## src/design/levenshtein_distance_assert.svh

```systemverilog
// ----------------------------------------------------------------------------
// Levenshtein distance assertion macros
// Shared concurrent assertion forms, clocked on clk and disabled in reset.
// ----------------------------------------------------------------------------
`ifndef LEVENSHTEIN_DISTANCE_ASSERT_SVH
`define LEVENSHTEIN_DISTANCE_ASSERT_SVH

// Property that must hold at every clock edge outside reset.
`define LD_ASSERT(lbl, prop, msg) \
	lbl: assert property (@(posedge clk) disable iff (!arst_n) prop) else $error(msg);

// Consequence that must hold in the cycle after the trigger.
`define LD_ASSERT_NEXT(lbl, trig, cons, msg) \
	lbl: assert property (@(posedge clk) disable iff (!arst_n) (trig) |=> (cons)) else $error(msg);

`endif

```

## src/design/lvd_pkg.sv

```systemverilog
// ----------------------------------------------------------------------------
// Levenshtein distance package
// Field widths, beat modes and controller states of the edit distance engine.
// ----------------------------------------------------------------------------
package lvd_pkg;

	localparam int MODE_W = 2;
	localparam int SYM_W  = 16;
	localparam int DIST_W = 7;

	// Largest distance the result field can carry.
	localparam logic [DIST_W-1:0] DIST_MAX = 7'd127;

	// Operation carried by an input beat; the fourth code is ignored.
	typedef enum logic [MODE_W-1:0] {
		MODE_FIRST   = 2'd0,
		MODE_SECOND  = 2'd1,
		MODE_COMPUTE = 2'd2
	} mode_t;

	// Controller states.
	typedef enum logic [1:0] {
		ST_IDLE,
		ST_ROW,
		ST_SWEEP,
		ST_RESULT
	} state_t;

endpackage

```

## src/design/lvd_if.sv

```systemverilog
// ----------------------------------------------------------------------------
// Levenshtein distance channels
// Valid/ready channels for input beats and for distance results.
// ----------------------------------------------------------------------------

// Input channel: one character or one compute request per beat.
interface lvd_in_if;
	logic                     valid;
	logic                     ready;
	logic [lvd_pkg::MODE_W-1:0] mode;
	logic [lvd_pkg::SYM_W-1:0]  symbol;

	modport source (output valid, output mode, output symbol, input ready);
	modport sink   (input valid, input mode, input symbol, output ready);
endinterface

// Output channel: one distance result per beat.
interface lvd_out_if;
	logic                       valid;
	logic                       ready;
	logic [lvd_pkg::DIST_W-1:0] distance;
	logic                       overflowed;

	modport source (output valid, output distance, output overflowed, input ready);
	modport sink   (input valid, input distance, input overflowed, output ready);
endinterface

```

## src/design/levenshtein_distance.sv

```systemverilog
// A character beat is stored when it is taken; loads are taken back to back while idle.
// A compute beat holds off the input while the engine sweeps the strings (n1, n2 the
// string lengths; no sweep if either is empty), with one read-modify-write of the
// cost row memory per matrix cell plus one row setup state per row.
// The result then sits in an output register; loads continue while it waits.
// Reset clears counters, drop flag and control; the memories are not cleared.
// ----------------------------------------------------------------------------
// Levenshtein distance engine
// Stores two strings in memories and sweeps a single cost row to get the
// edit distance, with unit cost for insertion, deletion and substitution.
// ----------------------------------------------------------------------------
`include "levenshtein_distance_assert.svh"

module levenshtein_distance #(
	parameter int MAX_LEN = 64
) (
	input  logic        clk,
	input  logic        arst_n,
	lvd_in_if.sink      req,
	lvd_out_if.source   rsp
);

	localparam int CW = $clog2(MAX_LEN + 1);
	localparam int AW = (MAX_LEN > 1) ? $clog2(MAX_LEN) : 1;
	localparam int XW = (CW > lvd_pkg::DIST_W) ? CW : lvd_pkg::DIST_W;

	lvd_pkg::state_t state_q, state_nxt;

	logic [CW-1:0] cnt1_q, cnt2_q;
	logic          drop_q;
	logic [CW-1:0] n1_q, n2_q;
	logic          ovf_q;
	logic [CW-1:0] i_q, j_q;
	logic [CW-1:0] left_q, diag_q;
	logic [CW-1:0] res_q;

	logic                        out_vld_q;
	logic [lvd_pkg::DIST_W-1:0]  out_dist_q;
	logic                        out_ovf_q;

	// String and cost row storage.
	logic [lvd_pkg::SYM_W-1:0] ftext_mem [MAX_LEN];
	logic [lvd_pkg::SYM_W-1:0] stext_mem [MAX_LEN];
	logic [CW-1:0]             row_mem   [MAX_LEN];
	logic [lvd_pkg::SYM_W-1:0] ftext_rd_q, stext_rd_q;
	logic [CW-1:0]             row_rd_q;

	logic          acc, load1, load2, start, empty;
	logic          ft_rd_en, col_rd_en, row_we, out_load;
	logic [CW-1:0] ft_rd_idx, col_rd_idx, row_wr_idx;
	logic [CW-1:0] up;
	logic [CW:0]   c_up, c_left, c_sub, c_min;
	logic [CW-1:0] cost;
	logic [XW-1:0] res_ext;
	logic          row_last, sweep_last;

	// Input beat decode.
	assign req.ready = (state_q == lvd_pkg::ST_IDLE);
	assign acc       = req.valid && req.ready;
	assign empty     = (cnt1_q == '0) || (cnt2_q == '0);

	always_comb begin
		load1 = 1'b0;
		load2 = 1'b0;
		start = 1'b0;
		case (req.mode)
			lvd_pkg::MODE_FIRST:   load1 = acc;
			lvd_pkg::MODE_SECOND:  load2 = acc;
			lvd_pkg::MODE_COMPUTE: start = acc;
			default: ;
		endcase
	end

	// Cell update: minimum of deletion, insertion and substitution costs.
	assign up     = (i_q == CW'(1)) ? j_q : row_rd_q;
	assign c_up   = {1'b0, up} + 1'b1;
	assign c_left = {1'b0, left_q} + 1'b1;
	assign c_sub  = {1'b0, diag_q} + {{CW{1'b0}}, (ftext_rd_q != stext_rd_q)};

	always_comb begin
		c_min = (c_up < c_left) ? c_up : c_left;
		if (c_sub < c_min) begin
			c_min = c_sub;
		end
	end

	assign cost       = c_min[CW-1:0];
	assign row_last   = (j_q == n2_q);
	assign sweep_last = row_last && (i_q == n1_q);

	// Next state.
	always_comb begin
		state_nxt = state_q;
		unique case (state_q)
			lvd_pkg::ST_IDLE: begin
				if (start) begin
					state_nxt = empty ? lvd_pkg::ST_RESULT : lvd_pkg::ST_ROW;
				end
			end
			lvd_pkg::ST_ROW: begin
				state_nxt = lvd_pkg::ST_SWEEP;
			end
			lvd_pkg::ST_SWEEP: begin
				if (row_last) begin
					state_nxt = sweep_last ? lvd_pkg::ST_RESULT : lvd_pkg::ST_ROW;
				end
			end
			lvd_pkg::ST_RESULT: begin
				if (!out_vld_q || rsp.ready) begin
					state_nxt = lvd_pkg::ST_IDLE;
				end
			end
			default: state_nxt = lvd_pkg::ST_IDLE;
		endcase
	end

	// Memory controls and result load.
	always_comb begin
		ft_rd_en   = 1'b0;
		col_rd_en  = 1'b0;
		row_we     = 1'b0;
		out_load   = 1'b0;
		ft_rd_idx  = i_q - 1'b1;
		col_rd_idx = '0;
		row_wr_idx = j_q - 1'b1;
		unique case (state_q)
			lvd_pkg::ST_IDLE: ;
			lvd_pkg::ST_ROW: begin
				ft_rd_en  = 1'b1;
				col_rd_en = 1'b1;
			end
			lvd_pkg::ST_SWEEP: begin
				row_we     = 1'b1;
				col_rd_en  = !row_last;
				col_rd_idx = j_q;
			end
			lvd_pkg::ST_RESULT: begin
				out_load = !out_vld_q || rsp.ready;
			end
			default: ;
		endcase
	end

	// First string memory.
	always_ff @(posedge clk) begin
		if (load1 && (cnt1_q < CW'(MAX_LEN))) begin
			ftext_mem[cnt1_q[AW-1:0]] <= req.symbol;
		end
		if (ft_rd_en) begin
			ftext_rd_q <= ftext_mem[ft_rd_idx[AW-1:0]];
		end
	end

	// Second string memory, read one column ahead of the sweep.
	always_ff @(posedge clk) begin
		if (load2 && (cnt2_q < CW'(MAX_LEN))) begin
			stext_mem[cnt2_q[AW-1:0]] <= req.symbol;
		end
		if (col_rd_en) begin
			stext_rd_q <= stext_mem[col_rd_idx[AW-1:0]];
		end
	end

	// Cost row memory; entry j-1 holds column j of the current row.
	always_ff @(posedge clk) begin
		if (row_we) begin
			row_mem[row_wr_idx[AW-1:0]] <= cost;
		end
		if (col_rd_en) begin
			row_rd_q <= row_mem[col_rd_idx[AW-1:0]];
		end
	end

	// Controller state and string counters.
	always_ff @(posedge clk or negedge arst_n) begin
		if (!arst_n) begin
			state_q <= lvd_pkg::ST_IDLE;
			cnt1_q  <= '0;
			cnt2_q  <= '0;
			drop_q  <= 1'b0;
			i_q     <= '0;
			j_q     <= '0;
		end else begin
			state_q <= state_nxt;
			if (load1) begin
				if (cnt1_q < CW'(MAX_LEN)) begin
					cnt1_q <= cnt1_q + 1'b1;
				end else begin
					drop_q <= 1'b1;
				end
			end
			if (load2) begin
				if (cnt2_q < CW'(MAX_LEN)) begin
					cnt2_q <= cnt2_q + 1'b1;
				end else begin
					drop_q <= 1'b1;
				end
			end
			if (start) begin
				cnt1_q <= '0;
				cnt2_q <= '0;
				drop_q <= 1'b0;
				i_q    <= CW'(1);
			end
			if (state_q == lvd_pkg::ST_ROW) begin
				j_q <= CW'(1);
			end
			if (state_q == lvd_pkg::ST_SWEEP) begin
				j_q <= j_q + 1'b1;
				if (row_last && !sweep_last) begin
					i_q <= i_q + 1'b1;
				end
			end
		end
	end

	// Sweep datapath: left neighbor, diagonal and final distance.
	always_ff @(posedge clk) begin
		if (start) begin
			n1_q  <= cnt1_q;
			n2_q  <= cnt2_q;
			ovf_q <= drop_q;
			res_q <= cnt1_q + cnt2_q;
		end
		if (state_q == lvd_pkg::ST_ROW) begin
			left_q <= i_q;
			diag_q <= i_q - 1'b1;
		end
		if (state_q == lvd_pkg::ST_SWEEP) begin
			left_q <= cost;
			diag_q <= up;
			if (sweep_last) begin
				res_q <= cost;
			end
		end
	end

	// Output register, saturated to the result field.
	assign res_ext = XW'(res_q);

	always_ff @(posedge clk or negedge arst_n) begin
		if (!arst_n) begin
			out_vld_q <= 1'b0;
		end else if (out_load) begin
			out_vld_q <= 1'b1;
		end else if (rsp.ready) begin
			out_vld_q <= 1'b0;
		end
	end

	always_ff @(posedge clk) begin
		if (out_load) begin
			out_dist_q <= (res_ext > XW'(lvd_pkg::DIST_MAX)) ?
				lvd_pkg::DIST_MAX : res_ext[lvd_pkg::DIST_W-1:0];
			out_ovf_q  <= ovf_q;
		end
	end

	assign rsp.valid      = out_vld_q;
	assign rsp.distance   = out_dist_q;
	assign rsp.overflowed = out_ovf_q;

	// Checks on counters, sweep indexes and the result bound.
	`LD_ASSERT(a_cnt_bound, (cnt1_q <= CW'(MAX_LEN)) && (cnt2_q <= CW'(MAX_LEN)), "string count above capacity")
	`LD_ASSERT(a_sweep_idx, (state_q == lvd_pkg::ST_SWEEP) |-> ((i_q >= CW'(1)) && (i_q <= n1_q) && (j_q >= CW'(1)) && (j_q <= n2_q)), "sweep index out of range")
	`LD_ASSERT(a_res_bound, (state_q == lvd_pkg::ST_RESULT) |-> ({1'b0, res_q} <= ({1'b0, n1_q} + {1'b0, n2_q})), "distance above total length")
	`LD_ASSERT_NEXT(a_clear, start, (cnt1_q == '0) && (cnt2_q == '0) && !drop_q, "stores not cleared after compute")

endmodule

```

## src/flat_wrapper.sv

```systemverilog
// flat-port wrapper written by rule: the top's interface ports become plain ports
module levenshtein_distance_flat 
#(
	parameter int MAX_LEN = 64
)
  (clk, arst_n, req_valid, req_mode, req_symbol, req_ready, rsp_valid, rsp_distance, rsp_overflowed, rsp_ready);
  lvd_in_if req_i ();
  lvd_out_if rsp_i ();
  input  logic clk;
  input  logic arst_n;
  input wire logic [$bits(req_i.valid)-1:0] req_valid;
  input wire logic [$bits(req_i.mode)-1:0] req_mode;
  input wire logic [$bits(req_i.symbol)-1:0] req_symbol;
  output wire logic [$bits(req_i.ready)-1:0] req_ready;
  output wire logic [$bits(rsp_i.valid)-1:0] rsp_valid;
  output wire logic [$bits(rsp_i.distance)-1:0] rsp_distance;
  output wire logic [$bits(rsp_i.overflowed)-1:0] rsp_overflowed;
  input wire logic [$bits(rsp_i.ready)-1:0] rsp_ready;
  assign req_i.valid = req_valid;
  assign req_i.mode = req_mode;
  assign req_i.symbol = req_symbol;
  assign req_ready = req_i.ready;
  assign rsp_valid = rsp_i.valid;
  assign rsp_distance = rsp_i.distance;
  assign rsp_overflowed = rsp_i.overflowed;
  assign rsp_i.ready = rsp_ready;
  levenshtein_distance #(.MAX_LEN(MAX_LEN)) u_core (.clk(clk), .arst_n(arst_n), .req(req_i), .rsp(rsp_i));
endmodule
```

## config.mk

```make
export PLATFORM = sky130hd
export DESIGN_NAME = levenshtein_distance_flat
export DESIGN_NICKNAME = d
export VERILOG_FILES = /design/src/design/lvd_pkg.sv /design/src/design/lvd_if.sv /design/src/design/levenshtein_distance.sv /design/src/flat_wrapper.sv
export VERILOG_INCLUDE_DIRS = /design/src /design/src/design
export SDC_FILE = /design/constraint.sdc
export NUM_CORES = 2
export LEC_CHECK = 0
export ABC_AREA = 1
export BUFFER_PORTS_ARGS = -buffer_cell sky130_fd_sc_hd__buf_2
export CELL_PAD_IN_SITES_DETAIL_PLACEMENT = 0
export CELL_PAD_IN_SITES_GLOBAL_PLACEMENT = 1
export CORE_UTILIZATION = 55
export DETAILED_ROUTE_END_ITERATION = 8
export PLACE_DENSITY = 0.81
export SLEW_MARGIN = 20
export SYNTH_ARGS = -nofsm -noshare
export SYNTH_HDL_FRONTEND = slang
export SYNTH_SLANG_ARGS = --single-unit
```

## constraint.sdc

```tcl
create_clock -name clk -period 13.8 [get_ports clk]
set_clock_uncertainty 0.15 [all_clocks]
set_input_delay 1.38 -clock clk [delete_from_list [all_inputs] [get_ports clk]]
set_output_delay 1.38 -clock clk [all_outputs]
set_load 0.05 [all_outputs]
```

==> impl_metrics.prom <==
# TYPE chip_impl_metric gauge
chip_impl_info{name="outcome",value="finished clean"} 1
chip_impl_info{name="routed.top_layer",value="met4"} 1
chip_impl_metric{name="netlist_area",unit="mm2"} 0.104
chip_impl_metric{name="fin_crit_sh",unit=""} 0.481
chip_impl_info{name="rsz_0062_raised_after_global_routing",value="no"} 1
chip_impl_info{name="critPathCaptureType",value="register"} 1
chip_impl_metric{name="synth_cell_type_count",unit=""} 47
chip_impl_metric{name="final_hold_viol_count",unit=""} 0
chip_impl_metric{name="floorplan.io_pins",unit=""} 32
chip_impl_metric{name="synth-edff-count",unit=""} 2572
chip_impl_info{name="cpMaxStageDelayCell",value="dfrtp_4"} 1
chip_impl_metric{name="cts_inserted_buffers",unit=""} 277
chip_impl_metric{name="worst_slew_pin_slew",unit="ns"} 1.17
chip_impl_metric{name="synth_seq_cells",unit=""} 2611
chip_impl_metric{name="cts-resized-gates",unit=""} 0
chip_impl_metric{name="placer_s_final_routability_congestion_estimate",unit=""} 0.870
chip_impl_metric{name="required",unit="ns"} 14.23
chip_impl_metric{name="dr_wl_met2",unit="um"} 127000
chip_impl_metric{name="critical_path.n_buffers_inverters",unit=""} 8
chip_impl_metric{name="power_density",unit="mW/mm2"} 215
chip_impl_metric{name="slew_viol_final",unit=""} 0
chip_impl_info{name="hold_path.class",value="reg2reg"} 1
chip_impl_metric{name="synthArstFlopShare",unit=""} 0.0123
chip_impl_metric{name="met3RoutedLength",unit="um"} 26500
chip_impl_info{name="worstSetupPathType",value="reg2reg"} 1
chip_impl_info{name="crit_end",value="u_core.row_mem[55][2]"} 1
chip_impl_info{name="worstSetupStartpointType",value="register"} 1
chip_impl_metric{name="routed-via-count",unit=""} 66600
chip_impl_metric{name="grt_max_degree",unit=""} 195
chip_impl_metric{name="design.die.area",unit="mm2"} 0.192
chip_impl_metric{name="slew-limit-headroom",unit=""} 0.218
chip_impl_metric{name="critical_path.max_stage_delay",unit="ns"} 1.01
chip_impl_metric{name="placementRows",unit=""} 159
chip_impl_metric{name="post-route-drc-count",unit=""} 0
chip_impl_metric{name="first_global_vias",unit=""} 62700
chip_impl_metric{name="detail_route.iter0.violations",unit=""} 8781
chip_impl_metric{name="setup_violations",unit=""} 0
chip_impl_metric{name="post_dp_cell_area",unit="mm2"} 0.107
chip_impl_metric{name="finalSetupTns",unit="ns"} 0
chip_impl_metric{name="clock_insertion_delay_worst_skew",unit="ns"} 0.93
chip_impl_metric{name="synth.yosys.warnings",unit=""} 0
chip_impl_metric{name="syn-instance-count",unit=""} 7881
chip_impl_metric{name="drv.max_cap_violation_count",unit=""} 0
chip_impl_metric{name="critical_path_arrival",unit="ns"} 7.07
chip_impl_metric{name="routed_wire_length_per_instance",unit="um"} 26.1
chip_impl_metric{name="finalInstanceArea",unit="mm2"} 0.116
chip_impl_info{name="critPathTopFamily",value="simple AND/OR/NAND/NOR gates"} 1
chip_impl_metric{name="globalRouteOverflowTotal",unit=""} 0
chip_impl_metric{name="number_of_antenna_violating_nets_in_the_routed_design",unit=""} 0
chip_impl_metric{name="reg2reg_depth",unit=""} 31
chip_impl_metric{name="floorplan.core_area",unit="mm2"} 0.188
chip_impl_metric{name="vdd_ir_drop_max",unit="uV"} 711
chip_impl_info{name="worst_path_most_repeated_cell",value="inv_1"} 1
chip_impl_metric{name="syn-mean-instance-area",unit="um2"} 13.2
chip_impl_metric{name="finalNetCount",unit=""} 7910
chip_impl_metric{name="post-route-min-period",unit="ns"} 6.64
chip_impl_metric{name="static-leakage-power",unit="nW"} 36.4
chip_impl_metric{name="routedLengthMet1",unit="um"} 111000
chip_impl_metric{name="postSynthNetCount",unit=""} 7941
chip_impl_info{name="buffer_cell_driving_the_clock_tree_root",value="clkbuf_16"} 1
chip_impl_metric{name="yosysSeqAreaShare",unit=""} 0.749
chip_impl_metric{name="cp_num_cells",unit=""} 31
chip_impl_metric{name="antenna_found_initial",unit=""} 2
chip_impl_metric{name="initial_utilization",unit=""} 0.555
chip_impl_metric{name="area_growth",unit="%"} 10.7
chip_impl_metric{name="wirelength",unit="um"} 275000
chip_impl_metric{name="numClockSinks",unit=""} 2611
chip_impl_metric{name="cts_buffer_depth",unit=""} 4
chip_impl_metric{name="fmax",unit="GHz"} 0.151
chip_impl_metric{name="portBuffers",unit=""} 31
chip_impl_info{name="worstSetupStartpoint",value="u_core.i_q[0]"} 1
chip_impl_metric{name="dieWidth",unit="um"} 438
chip_impl_metric{name="dp.final_hpwl",unit="um"} 152000
chip_impl_info{name="clock_tree_from_tritoncts",value="built"} 1
chip_impl_metric{name="post_route_cells_drive_above_1_share",unit=""} 0.0820
chip_impl_metric{name="cts_hold_buffers_added",unit=""} 0
chip_impl_metric{name="final_cells",unit=""} 10500
chip_impl_metric{name="htreeDepth",unit=""} 5
chip_impl_metric{name="cts.reportedPaths.clkPinSlew",unit="ns"} 0.06
chip_impl_info{name="synth-main-ff-cell",value="edfxtp_1"} 1
chip_impl_info{name="timing.rr.start",value="u_core.i_q[0]"} 1
chip_impl_metric{name="final.fill_count",unit=""} 14100
chip_impl_info{name="rr_endpoint",value="u_core.row_mem[55][2]"} 1
chip_impl_metric{name="grt_pass1_wl",unit="um"} 405000
chip_impl_metric{name="drtPass1Iterations",unit=""} 6
chip_impl_metric{name="grt_usage",unit=""} 0.284
chip_impl_metric{name="placed_cells",unit=""} 10100
chip_impl_metric{name="die_height",unit="um"} 438
chip_impl_metric{name="vias_per_cell",unit=""} 6.32
chip_impl_metric{name="postCtsSetupBuffers",unit=""} 0
chip_impl_metric{name="crit_path_max_fanout",unit=""} 83
chip_impl_metric{name="worst-r2r-setup-slack",unit="ns"} 7.16
## logic make-up after synthesis
family	share of synthesized area
AND/OR/NAND/NOR	0.100
adder cells (fa/ha/maj)	0.00463
XOR/XNOR	0.00418
AO/OA/AOI/OAI	0.117
flip-flops	0.749
buffers and inverters	0.0250
## Yosys cell counts (all sizes together), types with 4 or more instances
cell type	count	area (um2)
dfrtp	32	801
buf	95	433
ha	37	463
xnor2	23	209
clkinv	4	15.0
a21oi	25	125
or2	6	37.5
o22ai	86	538
nand3	335	1710
clkbuf	465	1750
edfxtp	2572	77200
nand4	10	62.6
nand2	195	747
nor2	2059	7740
nor3	15	75.1
nand3b	6	45.0
o221ai	171	1500
o21ai	948	4760
inv	112	420
o311ai	184	1610
xor2	26	228
o32ai	184	1610
dfxtp	7	140
o211ai	261	1960
a211oi	4	30.0
## routing by layer
metal  GRT usage  vias to the layer above
met1       0.404                    33200
met5           0                        -
met3      0.0564                      516
met4       0.106                        0
li1            -                    29600
met2       0.435                     3265
## state kept, by name, indices dropped and copies added (netlist names)
| name | flops |
|---|---|
| u_core.n2_q | 7 |
| u_core.stext_rd_q | 16 |
| u_core.stext_mem | 1024 |
| u_core.i_q | 7 |
| u_core.rsp.overflowed | 1 |
| u_core.ovf_q | 1 |
| u_core.diag_q | 7 |
| u_core.ftext_rd_q | 16 |
| u_core.rsp.valid | 1 |
| u_core.cnt1_q | 7 |
| u_core.left_q | 7 |
| u_core.row_rd_q | 7 |
| u_core.res_ext | 7 |
| u_core.j_q | 7 |
| u_core.cnt2_q | 7 |
| u_core.row_mem | 448 |
| u_core.state_q | 2 |
| u_core.n1_q | 7 |
| u_core.rsp.distance | 7 |
| u_core.ftext_mem | 1024 |
| u_core.drop_q | 1 |
## through the flow
stage	power [mW]	hold WS [ns]	setup slack (ns)	util
after floorplan	15.2	0.250	8.29	-
after global placement	17.9	0.274	7.24	0.571
after detailed placement	18.1	0.267	7.25	0.571
after CTS	24.9	0.281	7.17	0.614
after global routing	25.9	0.289	6.55	0.614
final	24.9	0.278	7.16	0.614
## power breakdown
part / switching (mW) / internal (mW)
registers: 0.197 / 10.5
clock network: 2.90 / 3.96
logic: 5.64 / 1.62
total: 8.74 / 16.1
## area by class of cell
class / count / area (um2) / area share
Sequential cell: 2611 / 78200 / 0.676
Multi-Input combinational cell: 4594 / 23800 / 0.206
Clock buffer: 350 / 7410 / 0.0641
Tap cell: 2495 / 3120 / 0.0270
Timing Repair Buffer: 250 / 1860 / 0.0161
Clock inverter: 111 / 773 / 0.00669
Inverter: 116 / 478 / 0.00414
Antenna cell: 2 / 5.00 / 0.0000433
## cell usage in the layout, fill, tap and decap left out, types with 183 or more instances in the layout
master and n:
edfxtp_1 2572, nor2_1 2047, o21ai_0 933, nand3_1 328, clkbuf_16 285, o211ai_1 261
buf_4 233, o32ai_1 184, o311ai_0 184, nand2_1 183
## worst min path at each step
stage	end	slack (ns)	start	cells past startpoint
after floorplan	u_core.rsp.overflowed	0.25	u_core.ovf_q	0
after global placement	u_core.rsp.overflowed	0.27	u_core.ovf_q	0
after detailed placement	u_core.rsp.overflowed	0.27	u_core.ovf_q	0
after CTS	u_core.rsp.overflowed	0.28	u_core.ovf_q	0
after global routing	u_core.rsp.overflowed	0.29	u_core.ovf_q	0
final	u_core.rsp.overflowed	0.28	u_core.ovf_q	0
No activity file was read; power rests on OpenSTA's default activity.
